File: src/bept_pkg.sv
// shared types, constants and reset values for the blob edge pan/tilt tracker
// depends on nothing; used by every file of the block

package bept_pkg;

  // image size bounds for tracking
  localparam int unsigned MaxColsDef = 1024;
  localparam int unsigned MaxRowsDef = 1024;

  // foreground pixel value
  localparam logic [7:0] PixSet = 8'd255;

  // frame result queue depth
  localparam int unsigned QDepth = 4;

  // register reset values
  localparam logic [9:0]  CenterColRst = 10'd400;
  localparam logic [9:0]  CenterRowRst = 10'd240;
  localparam logic [7:0]  ToleranceRst = 8'd10;
  localparam logic [7:0]  MoveStepRst  = 8'd10;
  localparam logic [11:0] PanMinRst    = 12'd500;
  localparam logic [11:0] PanMaxRst    = 12'd2500;
  localparam logic [11:0] TiltMinRst   = 12'd1500;
  localparam logic [11:0] TiltMaxRst   = 12'd2166;

  // servo reset positions
  localparam logic [11:0] PanPosRst  = 12'd1500;
  localparam logic [11:0] TiltPosRst = 12'd1800;
  localparam logic [11:0] PosMax     = 12'd4095;

  // register indexes
  typedef enum logic [2:0] {
    REG_CENTER_COL = 3'd0,
    REG_CENTER_ROW = 3'd1,
    REG_TOLERANCE  = 3'd2,
    REG_MOVE_STEP  = 3'd3,
    REG_PAN_MIN    = 3'd4,
    REG_PAN_MAX    = 3'd5,
    REG_TILT_MIN   = 3'd6,
    REG_TILT_MAX   = 3'd7
  } reg_idx_e;

  // result word kinds
  typedef enum logic [1:0] {
    KIND_PAN    = 2'd0,
    KIND_TILT   = 2'd1,
    KIND_STATUS = 2'd2
  } item_kind_e;

  // emit phase of the output serialiser
  typedef enum logic [2:0] {
    PH_PAN  = 3'b001,
    PH_TILT = 3'b010,
    PH_STAT = 3'b100
  } phase_e;

  // input word
  typedef struct packed {
    logic [9:0] pix_row;
    logic [9:0] pix_col;
    logic [7:0] pix_value;
    logic       frame_end;
  } pix_t;

  // result word
  typedef struct packed {
    item_kind_e  item_kind;
    logic [11:0] servo_position;
    logic        centered;
    logic        last_of_run;
  } result_t;

  // configuration registers
  typedef struct packed {
    logic [9:0]  center_col;
    logic [9:0]  center_row;
    logic [7:0]  tolerance;
    logic [7:0]  move_step;
    logic [11:0] pan_min;
    logic [11:0] pan_max;
    logic [11:0] tilt_min;
    logic [11:0] tilt_max;
  } cfg_t;

  // edge points of one finished frame
  typedef struct packed {
    logic       vld;
    logic [9:0] lx;
    logic [9:0] ly;
    logic [9:0] rx;
  } snap_t;

  // servo results of one frame
  typedef struct packed {
    logic        pan_cmd;
    logic [11:0] pan_pos;
    logic        tilt_cmd;
    logic [11:0] tilt_pos;
    logic        centered;
  } frame_res_t;

endpackage

File: src/bept_track.sv
// pixel input register and per-frame edge point tracking
// depends on bept_pkg

module bept_track #(
  parameter int unsigned MAX_COLS = bept_pkg::MaxColsDef,
  parameter int unsigned MAX_ROWS = bept_pkg::MaxRowsDef
) (
  input  logic           clk_i,
  input  logic           rst_ni,
  input  logic           accept_i,
  input  bept_pkg::pix_t pix_i,
  output logic           fe_busy_o,
  output bept_pkg::snap_t snap_o
);

  logic           pvld_q;
  bept_pkg::pix_t pix_q;
  logic           found_q, found_d;
  logic [9:0]     lcol_q, lrow_q, rcol_q, rrow_q;
  logic [9:0]     lcol_d, lrow_d, rcol_d, rrow_d;
  bept_pkg::snap_t snap_q, snap_d;
  logic           hit;

  // input register
  always_ff @(posedge clk_i or negedge rst_ni) begin
    if (!rst_ni) begin
      pvld_q <= 1'b0;
    end else begin
      pvld_q <= accept_i;
    end
  end

  always_ff @(posedge clk_i) begin
    if (accept_i) begin
      pix_q <= pix_i;
    end
  end

  assign hit = pvld_q && (pix_q.pix_value == bept_pkg::PixSet)
               && (32'(pix_q.pix_col) < MAX_COLS) && (32'(pix_q.pix_row) < MAX_ROWS);

  // edge point update, snapshot and clear on frame end
  always_comb begin
    found_d = found_q;
    lcol_d  = lcol_q;
    lrow_d  = lrow_q;
    rcol_d  = rcol_q;
    rrow_d  = rrow_q;
    if (hit) begin
      found_d = 1'b1;
      if (!found_q) begin
        lcol_d = pix_q.pix_col;
        lrow_d = pix_q.pix_row;
        rcol_d = pix_q.pix_col;
        rrow_d = pix_q.pix_row;
      end else begin
        if (pix_q.pix_col < lcol_q || (pix_q.pix_col == lcol_q && pix_q.pix_row < lrow_q)) begin
          lcol_d = pix_q.pix_col;
          lrow_d = pix_q.pix_row;
        end
        if (pix_q.pix_col > rcol_q || (pix_q.pix_col == rcol_q && pix_q.pix_row < rrow_q)) begin
          rcol_d = pix_q.pix_col;
          rrow_d = pix_q.pix_row;
        end
      end
    end
    snap_d.vld = pvld_q && pix_q.frame_end;
    snap_d.lx  = lcol_d;
    snap_d.ly  = lrow_d;
    snap_d.rx  = rcol_d;
    if (snap_d.vld) begin
      found_d = 1'b0;
      lcol_d  = '0;
      lrow_d  = '0;
      rcol_d  = '0;
      rrow_d  = '0;
    end
  end

  // edge point registers and frame snapshot
  always_ff @(posedge clk_i or negedge rst_ni) begin
    if (!rst_ni) begin
      found_q <= 1'b0;
      lcol_q  <= '0;
      lrow_q  <= '0;
      rcol_q  <= '0;
      rrow_q  <= '0;
      snap_q  <= '0;
    end else begin
      found_q    <= found_d;
      lcol_q     <= lcol_d;
      lrow_q     <= lrow_d;
      rcol_q     <= rcol_d;
      rrow_q     <= rrow_d;
      snap_q.vld <= snap_d.vld;
      if (snap_d.vld) begin
        snap_q.lx <= snap_d.lx;
        snap_q.ly <= snap_d.ly;
        snap_q.rx <= snap_d.rx;
      end
    end
  end

  assign fe_busy_o = pvld_q && pix_q.frame_end;
  assign snap_o    = snap_q;

endmodule

File: src/bept_servo.sv
// servo steps per frame, frame result queue and result word serialiser
// depends on bept_pkg

module bept_servo (
  input  logic                 clk_i,
  input  logic                 rst_ni,
  input  bept_pkg::cfg_t       cfg_i,
  input  bept_pkg::snap_t      snap_i,
  output logic [2:0]           cnt_o,
  output logic                 out_valid_o,
  input  logic                 out_stall_i,
  output bept_pkg::result_t    out_data_o
);

  localparam int unsigned PtrW = $clog2(bept_pkg::QDepth);

  logic [11:0] pan_q, pan_d, tilt_q, tilt_d;
  logic [11:0] s_lr, cc2, t2;
  logic [10:0] ly_t, cr_t;
  logic [9:0]  dx, dy;
  logic        pan_up, pan_dn, tilt_dn, tilt_up, pan_fire, tilt_fire, cen;
  logic [11:0] pan_new, tilt_new;
  logic [12:0] pan_inc, tilt_inc;
  bept_pkg::frame_res_t res;

  bept_pkg::frame_res_t q_mem [bept_pkg::QDepth];
  logic [PtrW-1:0] wptr_q, rptr_q;
  logic [2:0]      cnt_q;
  logic            push, pop;
  bept_pkg::frame_res_t head;

  bept_pkg::phase_e  ph_q, ph_d;
  logic              out_vld_q, load;
  bept_pkg::result_t out_q, out_d;

  // dead band tests, halved width compared after doubling both sides
  assign s_lr = {2'b00, snap_i.lx} + {2'b00, snap_i.rx};
  assign cc2  = {1'b0, cfg_i.center_col, 1'b0};
  assign t2   = {3'b000, cfg_i.tolerance, 1'b0};
  assign ly_t = {1'b0, snap_i.ly} + {3'b000, cfg_i.tolerance};
  assign cr_t = {1'b0, cfg_i.center_row} + {3'b000, cfg_i.tolerance};
  assign pan_up  = (s_lr + t2) < cc2;
  assign pan_dn  = s_lr > (cc2 + t2);
  assign tilt_dn = ly_t < {1'b0, cfg_i.center_row};
  assign tilt_up = {1'b0, snap_i.ly} > cr_t;
  assign dx = (snap_i.lx >= cfg_i.center_col) ? snap_i.lx - cfg_i.center_col
                                              : cfg_i.center_col - snap_i.lx;
  assign dy = (snap_i.ly >= cfg_i.center_row) ? snap_i.ly - cfg_i.center_row
                                              : cfg_i.center_row - snap_i.ly;
  assign cen = (({1'b0, dx, 1'b0} + {2'b00, snap_i.lx}) < ({2'b00, snap_i.rx} + t2))
               && (dy < {2'b00, cfg_i.tolerance});

  // saturating servo moves; pan up and pan down never both hold, nor the tilt pair
  assign pan_inc  = {1'b0, pan_q} + {5'b0, cfg_i.move_step};
  assign tilt_inc = {1'b0, tilt_q} + {5'b0, cfg_i.move_step};

  always_comb begin
    pan_fire  = (pan_up && pan_q < cfg_i.pan_max) || (pan_dn && pan_q > cfg_i.pan_min);
    tilt_fire = (tilt_dn && tilt_q > cfg_i.tilt_min) || (tilt_up && tilt_q < cfg_i.tilt_max);
    if (pan_up) begin
      pan_new = pan_inc[12] ? bept_pkg::PosMax : pan_inc[11:0];
    end else begin
      pan_new = (pan_q > {4'b0, cfg_i.move_step}) ? pan_q - {4'b0, cfg_i.move_step} : '0;
    end
    if (tilt_up) begin
      tilt_new = tilt_inc[12] ? bept_pkg::PosMax : tilt_inc[11:0];
    end else begin
      tilt_new = (tilt_q > {4'b0, cfg_i.move_step}) ? tilt_q - {4'b0, cfg_i.move_step} : '0;
    end
    pan_d  = (snap_i.vld && pan_fire) ? pan_new : pan_q;
    tilt_d = (snap_i.vld && tilt_fire) ? tilt_new : tilt_q;
    res.pan_cmd  = pan_fire;
    res.pan_pos  = pan_d;
    res.tilt_cmd = tilt_fire;
    res.tilt_pos = tilt_d;
    res.centered = cen;
  end

  always_ff @(posedge clk_i or negedge rst_ni) begin
    if (!rst_ni) begin
      pan_q  <= bept_pkg::PanPosRst;
      tilt_q <= bept_pkg::TiltPosRst;
    end else begin
      pan_q  <= pan_d;
      tilt_q <= tilt_d;
    end
  end

  // frame result queue; the input stall keeps room for every frame in flight
  assign push = snap_i.vld;
  assign head = q_mem[rptr_q];

  always_ff @(posedge clk_i) begin
    if (push) begin
      q_mem[wptr_q] <= res;
    end
  end

  always_ff @(posedge clk_i or negedge rst_ni) begin
    if (!rst_ni) begin
      wptr_q <= '0;
      rptr_q <= '0;
      cnt_q  <= '0;
    end else begin
      if (push) begin
        wptr_q <= wptr_q + 1'b1;
      end
      if (pop) begin
        rptr_q <= rptr_q + 1'b1;
      end
      cnt_q <= cnt_q + {2'b00, push} - {2'b00, pop};
    end
  end

  // serialiser: pan command, tilt command, then status word
  assign load = (cnt_q != '0) && (!out_vld_q || !out_stall_i);

  always_comb begin
    out_d = out_q;
    ph_d  = ph_q;
    pop   = 1'b0;
    if (load) begin
      out_d.centered    = 1'b0;
      out_d.last_of_run = 1'b0;
      if (ph_q == bept_pkg::PH_PAN && head.pan_cmd) begin
        out_d.item_kind      = bept_pkg::KIND_PAN;
        out_d.servo_position = head.pan_pos;
        ph_d                 = bept_pkg::PH_TILT;
      end else if (ph_q != bept_pkg::PH_STAT && head.tilt_cmd) begin
        out_d.item_kind      = bept_pkg::KIND_TILT;
        out_d.servo_position = head.tilt_pos;
        ph_d                 = bept_pkg::PH_STAT;
      end else begin
        out_d.item_kind      = bept_pkg::KIND_STATUS;
        out_d.servo_position = head.pan_pos;
        out_d.centered       = head.centered;
        out_d.last_of_run    = 1'b1;
        ph_d                 = bept_pkg::PH_PAN;
        pop                  = 1'b1;
      end
    end
  end

  always_ff @(posedge clk_i or negedge rst_ni) begin
    if (!rst_ni) begin
      ph_q      <= bept_pkg::PH_PAN;
      out_vld_q <= 1'b0;
    end else begin
      ph_q <= ph_d;
      if (load) begin
        out_vld_q <= 1'b1;
      end else if (!out_stall_i) begin
        out_vld_q <= 1'b0;
      end
    end
  end

  always_ff @(posedge clk_i) begin
    if (load) begin
      out_q <= out_d;
    end
  end

  assign cnt_o       = cnt_q;
  assign out_valid_o = out_vld_q;
  assign out_data_o  = out_q;

  // queue never overfills
  a_cnt_bound: assert property (@(posedge clk_i) disable iff (!rst_ni)
    cnt_q <= 3'(bept_pkg::QDepth))
    else $error("frame result queue count beyond depth");

  a_no_overflow: assert property (@(posedge clk_i) disable iff (!rst_ni)
    (cnt_q == 3'(bept_pkg::QDepth)) |-> !push)
    else $error("frame result pushed into a full queue");

  // a frame part way through its words is still at the queue head
  a_phase_head: assert property (@(posedge clk_i) disable iff (!rst_ni)
    (ph_q != bept_pkg::PH_PAN) |-> (cnt_q != '0))
    else $error("serialiser mid-frame with empty queue");

  // a status word always frees its queue entry
  a_pop_status: assert property (@(posedge clk_i) disable iff (!rst_ni)
    pop |=> (out_q.item_kind == bept_pkg::KIND_STATUS && out_q.last_of_run))
    else $error("queue entry freed without a status word");

endmodule

File: src/blob_edge_pan_tilt_tracker.sv
// top level of the blob edge pan/tilt tracker: register port, input stall, submodules
// depends on bept_pkg, bept_track and bept_servo

// Takes one pixel word per clock while the input is not stalled. A pixel is
// registered, folded into the edge points in the next cycle, and on the frame's
// last pixel the edge points are registered as a snapshot, from which the servo
// steps run and the frame's results enter the queue. Each frame yields one to
// three result words (pan command, tilt command, status), one per cycle from the
// output register while the receiver does not stall. Up to four finished frames
// wait in a frame result queue; the input stalls only while the queue and the
// frames still in the pipeline fill those four places, which happens when frames
// are shorter than their result words or when the receiver holds off.

module blob_edge_pan_tilt_tracker #(
  parameter int unsigned MAX_COLS = bept_pkg::MaxColsDef,
  parameter int unsigned MAX_ROWS = bept_pkg::MaxRowsDef
) (
  input  logic              clk_i,
  input  logic              rst_ni,
  // pixel words
  input  logic              in_valid_i,
  output logic              in_stall_o,
  input  bept_pkg::pix_t    in_data_i,
  // result words
  output logic              out_valid_o,
  input  logic              out_stall_i,
  output bept_pkg::result_t out_data_o,
  // register port
  input  logic              psel,
  input  logic              penable,
  input  logic              pwrite,
  input  logic [4:0]        paddr,
  input  logic [31:0]       pwdata,
  output logic [31:0]       prdata,
  output logic              pready
);

  bept_pkg::cfg_t   cfg_q;
  bept_pkg::snap_t  snap;
  bept_pkg::reg_idx_e widx;
  logic             wr_en, accept, fe_busy;
  logic [2:0]       cnt;
  logic [3:0]       load_sum;

  // register writes
  assign pready = 1'b1;
  assign wr_en  = psel && penable && pwrite;
  assign widx   = bept_pkg::reg_idx_e'(paddr[4:2]);

  always_ff @(posedge clk_i or negedge rst_ni) begin
    if (!rst_ni) begin
      cfg_q.center_col <= bept_pkg::CenterColRst;
      cfg_q.center_row <= bept_pkg::CenterRowRst;
      cfg_q.tolerance  <= bept_pkg::ToleranceRst;
      cfg_q.move_step  <= bept_pkg::MoveStepRst;
      cfg_q.pan_min    <= bept_pkg::PanMinRst;
      cfg_q.pan_max    <= bept_pkg::PanMaxRst;
      cfg_q.tilt_min   <= bept_pkg::TiltMinRst;
      cfg_q.tilt_max   <= bept_pkg::TiltMaxRst;
    end else if (wr_en) begin
      case (widx)
        bept_pkg::REG_CENTER_COL: cfg_q.center_col <= pwdata[9:0];
        bept_pkg::REG_CENTER_ROW: cfg_q.center_row <= pwdata[9:0];
        bept_pkg::REG_TOLERANCE:  cfg_q.tolerance  <= pwdata[7:0];
        bept_pkg::REG_MOVE_STEP:  cfg_q.move_step  <= pwdata[7:0];
        bept_pkg::REG_PAN_MIN:    cfg_q.pan_min    <= pwdata[11:0];
        bept_pkg::REG_PAN_MAX:    cfg_q.pan_max    <= pwdata[11:0];
        bept_pkg::REG_TILT_MIN:   cfg_q.tilt_min   <= pwdata[11:0];
        bept_pkg::REG_TILT_MAX:   cfg_q.tilt_max   <= pwdata[11:0];
        default: ;
      endcase
    end
  end

  // register reads
  always_comb begin
    case (widx)
      bept_pkg::REG_CENTER_COL: prdata = {22'b0, cfg_q.center_col};
      bept_pkg::REG_CENTER_ROW: prdata = {22'b0, cfg_q.center_row};
      bept_pkg::REG_TOLERANCE:  prdata = {24'b0, cfg_q.tolerance};
      bept_pkg::REG_MOVE_STEP:  prdata = {24'b0, cfg_q.move_step};
      bept_pkg::REG_PAN_MIN:    prdata = {20'b0, cfg_q.pan_min};
      bept_pkg::REG_PAN_MAX:    prdata = {20'b0, cfg_q.pan_max};
      bept_pkg::REG_TILT_MIN:   prdata = {20'b0, cfg_q.tilt_min};
      bept_pkg::REG_TILT_MAX:   prdata = {20'b0, cfg_q.tilt_max};
      default:                  prdata = '0;
    endcase
  end

  // stall while queued plus in-flight frames fill the queue
  assign load_sum   = {1'b0, cnt} + {3'b000, fe_busy} + {3'b000, snap.vld};
  assign in_stall_o = load_sum >= 4'(bept_pkg::QDepth);
  assign accept     = in_valid_i && !in_stall_o;

  bept_track #(
    .MAX_COLS (MAX_COLS),
    .MAX_ROWS (MAX_ROWS)
  ) u_track (
    .clk_i     (clk_i),
    .rst_ni    (rst_ni),
    .accept_i  (accept),
    .pix_i     (in_data_i),
    .fe_busy_o (fe_busy),
    .snap_o    (snap)
  );

  bept_servo u_servo (
    .clk_i       (clk_i),
    .rst_ni      (rst_ni),
    .cfg_i       (cfg_q),
    .snap_i      (snap),
    .cnt_o       (cnt),
    .out_valid_o (out_valid_o),
    .out_stall_i (out_stall_i),
    .out_data_o  (out_data_o)
  );

  // the queue, the pipeline and the stall together never exceed the queue depth
  a_room: assert property (@(posedge clk_i) disable iff (!rst_ni)
    load_sum <= 4'(bept_pkg::QDepth))
    else $error("frames in flight exceed queue room");

  a_fe_to_snap: assert property (@(posedge clk_i) disable iff (!rst_ni)
    fe_busy |=> snap.vld)
    else $error("frame end did not reach the servo stage");

  a_stall_full: assert property (@(posedge clk_i) disable iff (!rst_ni)
    (cnt == 3'(bept_pkg::QDepth)) |-> in_stall_o)
    else $error("input open with a full queue");

endmodule
File: config.mk
export PLATFORM = sky130hd
export DESIGN_NAME = blob_edge_pan_tilt_tracker
export DESIGN_NICKNAME = d
export VERILOG_FILES = /design/src/bept_pkg.sv /design/src/bept_track.sv /design/src/bept_servo.sv /design/src/blob_edge_pan_tilt_tracker.sv
export SDC_FILE = /design/constraint.sdc
export NUM_CORES = 1
export LEC_CHECK = 0
export ABC_AREA = 1
export BUFFER_PORTS_ARGS = -buffer_cell sky130_fd_sc_hd__clkbuf_2
export CAP_MARGIN = 0
export CORE_UTILIZATION = 55
export DETAILED_ROUTE_END_ITERATION = 7
export PLACE_DENSITY_LB_ADDON = 0.25
export SYNTH_ARGS = -nofsm -noshare
export SYNTH_HDL_FRONTEND = slang
export SYNTH_SLANG_ARGS = --single-unit
File: constraint.sdc
create_clock -name clk_i -period 5.8 [get_ports clk_i]
set_input_delay 0.29 -clock clk_i [delete_from_list [all_inputs] [get_ports clk_i]]
set_output_delay 0.29 -clock clk_i [all_outputs]
set_load 0.05 [all_outputs]
==> results.json <==
{
  "synth_warnings": 0,
  "drc": 0,
  "stdcell_count": 3872,
  "place_inst": 3759,
  "maxCapViolCount": 0,
  "setup-tns-final_ns": 0,
  "leakage_nw": 13.8,
  "grt_pass1_vias": 21049,
  "crit_fanout": 10,
  "worstPathArrival_ns": 5.61,
  "maxSlewHeadroom_pct": 27.6,
  "finalCritPeriodShare_pct": 90.2,
  "fp-row-count": 77,
  "synth.most_common_cell": "nand2_1",
  "coreArea_mm2": 0.0444,
  "ctsHtreeMaxLevel": 2,
  "worst_slew_pin_slew_ns": 1.08,
  "drv_slew": 0,
  "synth_top_area_share_pct": 18.4,
  "wl_per_cell_um": 17.8,
  "fill_cells": 3904,
  "synth_common_cells": "nand2_1 (863), inv_1 (389), ha_1 (279)",
  "r2r_start": "cfg_q[82]$_DFFE_PN1P_",
  "routed_via_density": 5.53,
  "clock-skew-final_ns": 0.0272,
  "fin_ws_ns": 0.569,
  "die_w_um": 214,
  "numCtsBuffers": 38,
  "antenna_found_initial": 1,
  "synth_edf_count": 152,
  "synth_seq_area_share_pct": 38.0,
  "fin_crit_ns": 5.23,
  "cts_root_buf": "clkbuf_16",
  "hold_violations": 0,
  "drive_gt1_share_pct": 7.96,
  "start_util_pct": 55.9,
  "clkTransAtPathRegs_ns": 0.06,
  "die-area_mm2": 0.0460,
  "dr.pass1.iters": 6,
  "grt_overflow": 0,
  "synth_cells": 3162,
  "post-place-ws_ns": 0.625,
  "startpoint": "cfg_q[82]$_DFFE_PN1P_",
  "synthDistinctLibCells": 56,
  "ir_worst_vdd_mv": 0.322,
  "clock_latency_ns": 0.59,
  "grt_use_total_pct": 30.2,
  "hold_path.class": "in2reg",
  "postRouteAntennaNets": 0,
  "yosys.area.top_type": "edfxtp_1",
  "rsz0062_at_grt": "no",
  "critPathCaptureType": "flip-flop",
  "yosys-top-cells-area": "edfxtp_1 (18%), dfrtp_1 (15%), ha_1 (14%)",
  "cts.path.max_buffers": 3,
  "async_reset_ff_share_pct": 55.8,
  "status": "completed",
  "finalWeightedCongestion": 0.929,
  "power_density_mw_per_mm2": 459,
  "cts_tree": "yes",
  "worstSetupPathType": "reg2reg",
  "cp.required_ns": 6.18,
  "area_delta_synth_final_pct": 10.4,
  "hold_start": "in_valid_i",
  "post_cts_buffers": 0,
  "synth.avg_cell_area_um2": 7.85,
  "fmax_ghz": 0.191,
  "setup_viol": 0,
  "dp_hpwl_um": 50900,
  "vias": 21394,
  "io-pin-count": 124,
  "yosys_register_bits": 344,
  "drt_iter0_drc": 1544,
  "portBuffers": 80,
  "die_h_um": 214,
  "grt_pass1_wl_um": 110000,
  "nNetsFinal": 3618,
  "antenna_cells": 0,
  "grt_max_degree": 129,
  "cts_sinks": 344,
  "totalWireLength_um": 68800,
  "synth-main-ff-cell": "edfxtp_1",
  "cp-start-kind": "flip-flop",
  "syn-cell-area_mm2": 0.0248
}
## final timing paths
kind / slack, ns / end / depth (start not counted)
max reg2reg: 0.57 / u_servo.q_mem[2][0]$_DFFE_PP_ / 27
min in group asynchronous: 0.26 / cfg_q[8]$_DFFE_PN0P_ / 2
max: 0.57 / u_servo.q_mem[2][0]$_DFFE_PP_ / 27
min reg2reg: 0.49 / cfg_q[9]$_DFFE_PN0P_ / 2
min: 0.23 / u_track.pvld_q$_DFF_PN0_ / 4
max in group asynchronous: 4.30 / u_track.lcol_q[4]$_DFF_PN0_ / 3
## repair_timing
action / CTS / global route
endpoints found under the setup margin: 0 / 4
hold endpoints to repair: 106 / 0
hold buffers: 43 / 0
resized for setup: 0 / 1
## per-stage QoR
stage,area (um2),power [W],util [%],hold WS [ns]
4_1_cts,27400,0.0126,61.7,0.209
2_1_floorplan,24900,0.00832,-,-0.00559
6_report,27400,0.0126,61.7,0.232
3_3_place_gp,25600,0.00975,57.7,0.314
5_1_grt,27400,0.0136,61.7,0.258
3_5_place_dp,25600,0.00994,57.7,0.324
## report_power, final
part	leakage [nW]	total (W)	internal [W]	switching, W
registers	3.81	0.00373	0.00327	0.000468
logic	9.34	0.00628	0.00209	0.00420
clock network	0.649	0.00256	0.00153	0.00103
total	13.8	0.0126	0.00689	0.00569
## metal layers
| metal | global-route usage, % | wire (um) | vias to the layer above |
|---|---|---|---|
| li1 | - | - | 10538 |
| met1 | 37.0 | 28300 | 10112 |
| met2 | 53.8 | 34700 | 591 |
| met3 | 3.23 | 3070 | 153 |
| met4 | 13.2 | 2720 | 0 |
| met5 | 0 | 0 | - |
## cell type report
cell class	count	area, um2	share of cell area, %
sequential	344	9430	34.4
clock buffer	56	1120	4.09
clock inverter	14	225	0.822
inverter	405	1520	5.55
timing repair buffer	143	1000	3.66
tap	592	741	2.70
multi-input combinational	2318	13400	48.8
## state kept, by name, indices dropped and copies added, names as in the netlist, 12 cells and up
| register | flops |
|---|---|
| cfg_q | 84 |
| u_track.pix_q | 29 |
| u_servo.tilt_q | 12 |
| u_servo.pan_q | 12 |
| u_servo.q_mem | 108 |
| u_track.snap_o | 31 |
| u_servo.out_data_o | 15 |
## critical path, cell delays in order (launching register included)
cell      delay [ns]
dfstp_2         0.57
inv_1           0.15
ha_1            0.40
nand2_1         0.13
inv_1           0.06
a21oi_1         0.23
nand4_2         0.28
o21ai_0         0.30
xnor2_1         0.16
inv_1           0.07
ha_1            0.34
nand2_1         0.08
o21ai_1         0.24
a21oi_1         0.09
o21ai_0         0.19
xor2_1          0.18
ha_1            0.26
nand2_1         0.10
nor2_1          0.05
nor3_1          0.14
nand2_1         0.08
nand2_1         0.05
nand2_1         0.05
nand2_1         0.13
nand3b_1        0.09
nor2_1          0.27
nand3_1         0.11
nor2_1          0.22
## cells in the final DEF, fill, tap and decap left out, drive strengths merged, types with 5 or more instances in the layout
| cell type | Yosys | routed |
|---|---|---|
| o21ai | 223 | 223 |
| o31ai | 5 | 5 |
| or2 | 7 | 7 |
| edfxtp | 152 | 152 |
| inv | 404 | 405 |
| dfrtp | 145 | 145 |
| xor2 | 71 | 71 |
| ha | 279 | 279 |
| dfstp | 47 | 47 |
| o21a | 7 | 7 |
| nand4 | 28 | 28 |
| buf | 66 | 20 |
| o22ai | 39 | 39 |
| nand3 | 205 | 205 |
| conb | 2 | 21 |
| nor2 | 242 | 242 |
| a21boi | 6 | 6 |
| clkinv | 1 | 8 |
| a21oi | 167 | 167 |
| xnor2 | 21 | 21 |
| nor3 | 24 | 24 |
| clkbuf | 48 | 136 |
| o211ai | 18 | 18 |
| o21bai | 13 | 13 |
| a21o | 13 | 13 |
| nand2 | 873 | 873 |
| a31oi | 11 | 11 |
| fa | 16 | 16 |
| dlygate4sd3 | 0 | 43 |
| o221ai | 10 | 10 |
## cell families after synthesis
kind of cell               Yosys count  synth area share [%]
and+or+nand+nor                   1387                  23.1
AOI/OAI and AO/OA                  520                  11.7
buffers and inverters              519                  8.53
DFF                                344                  38.0
adders and majority gates          295                  15.4
xor gates and xnor gates            92                  3.25
muxes                                3                 0.121
other                                2                0.0303
No activity file was read; power rests on OpenSTA's default activity.
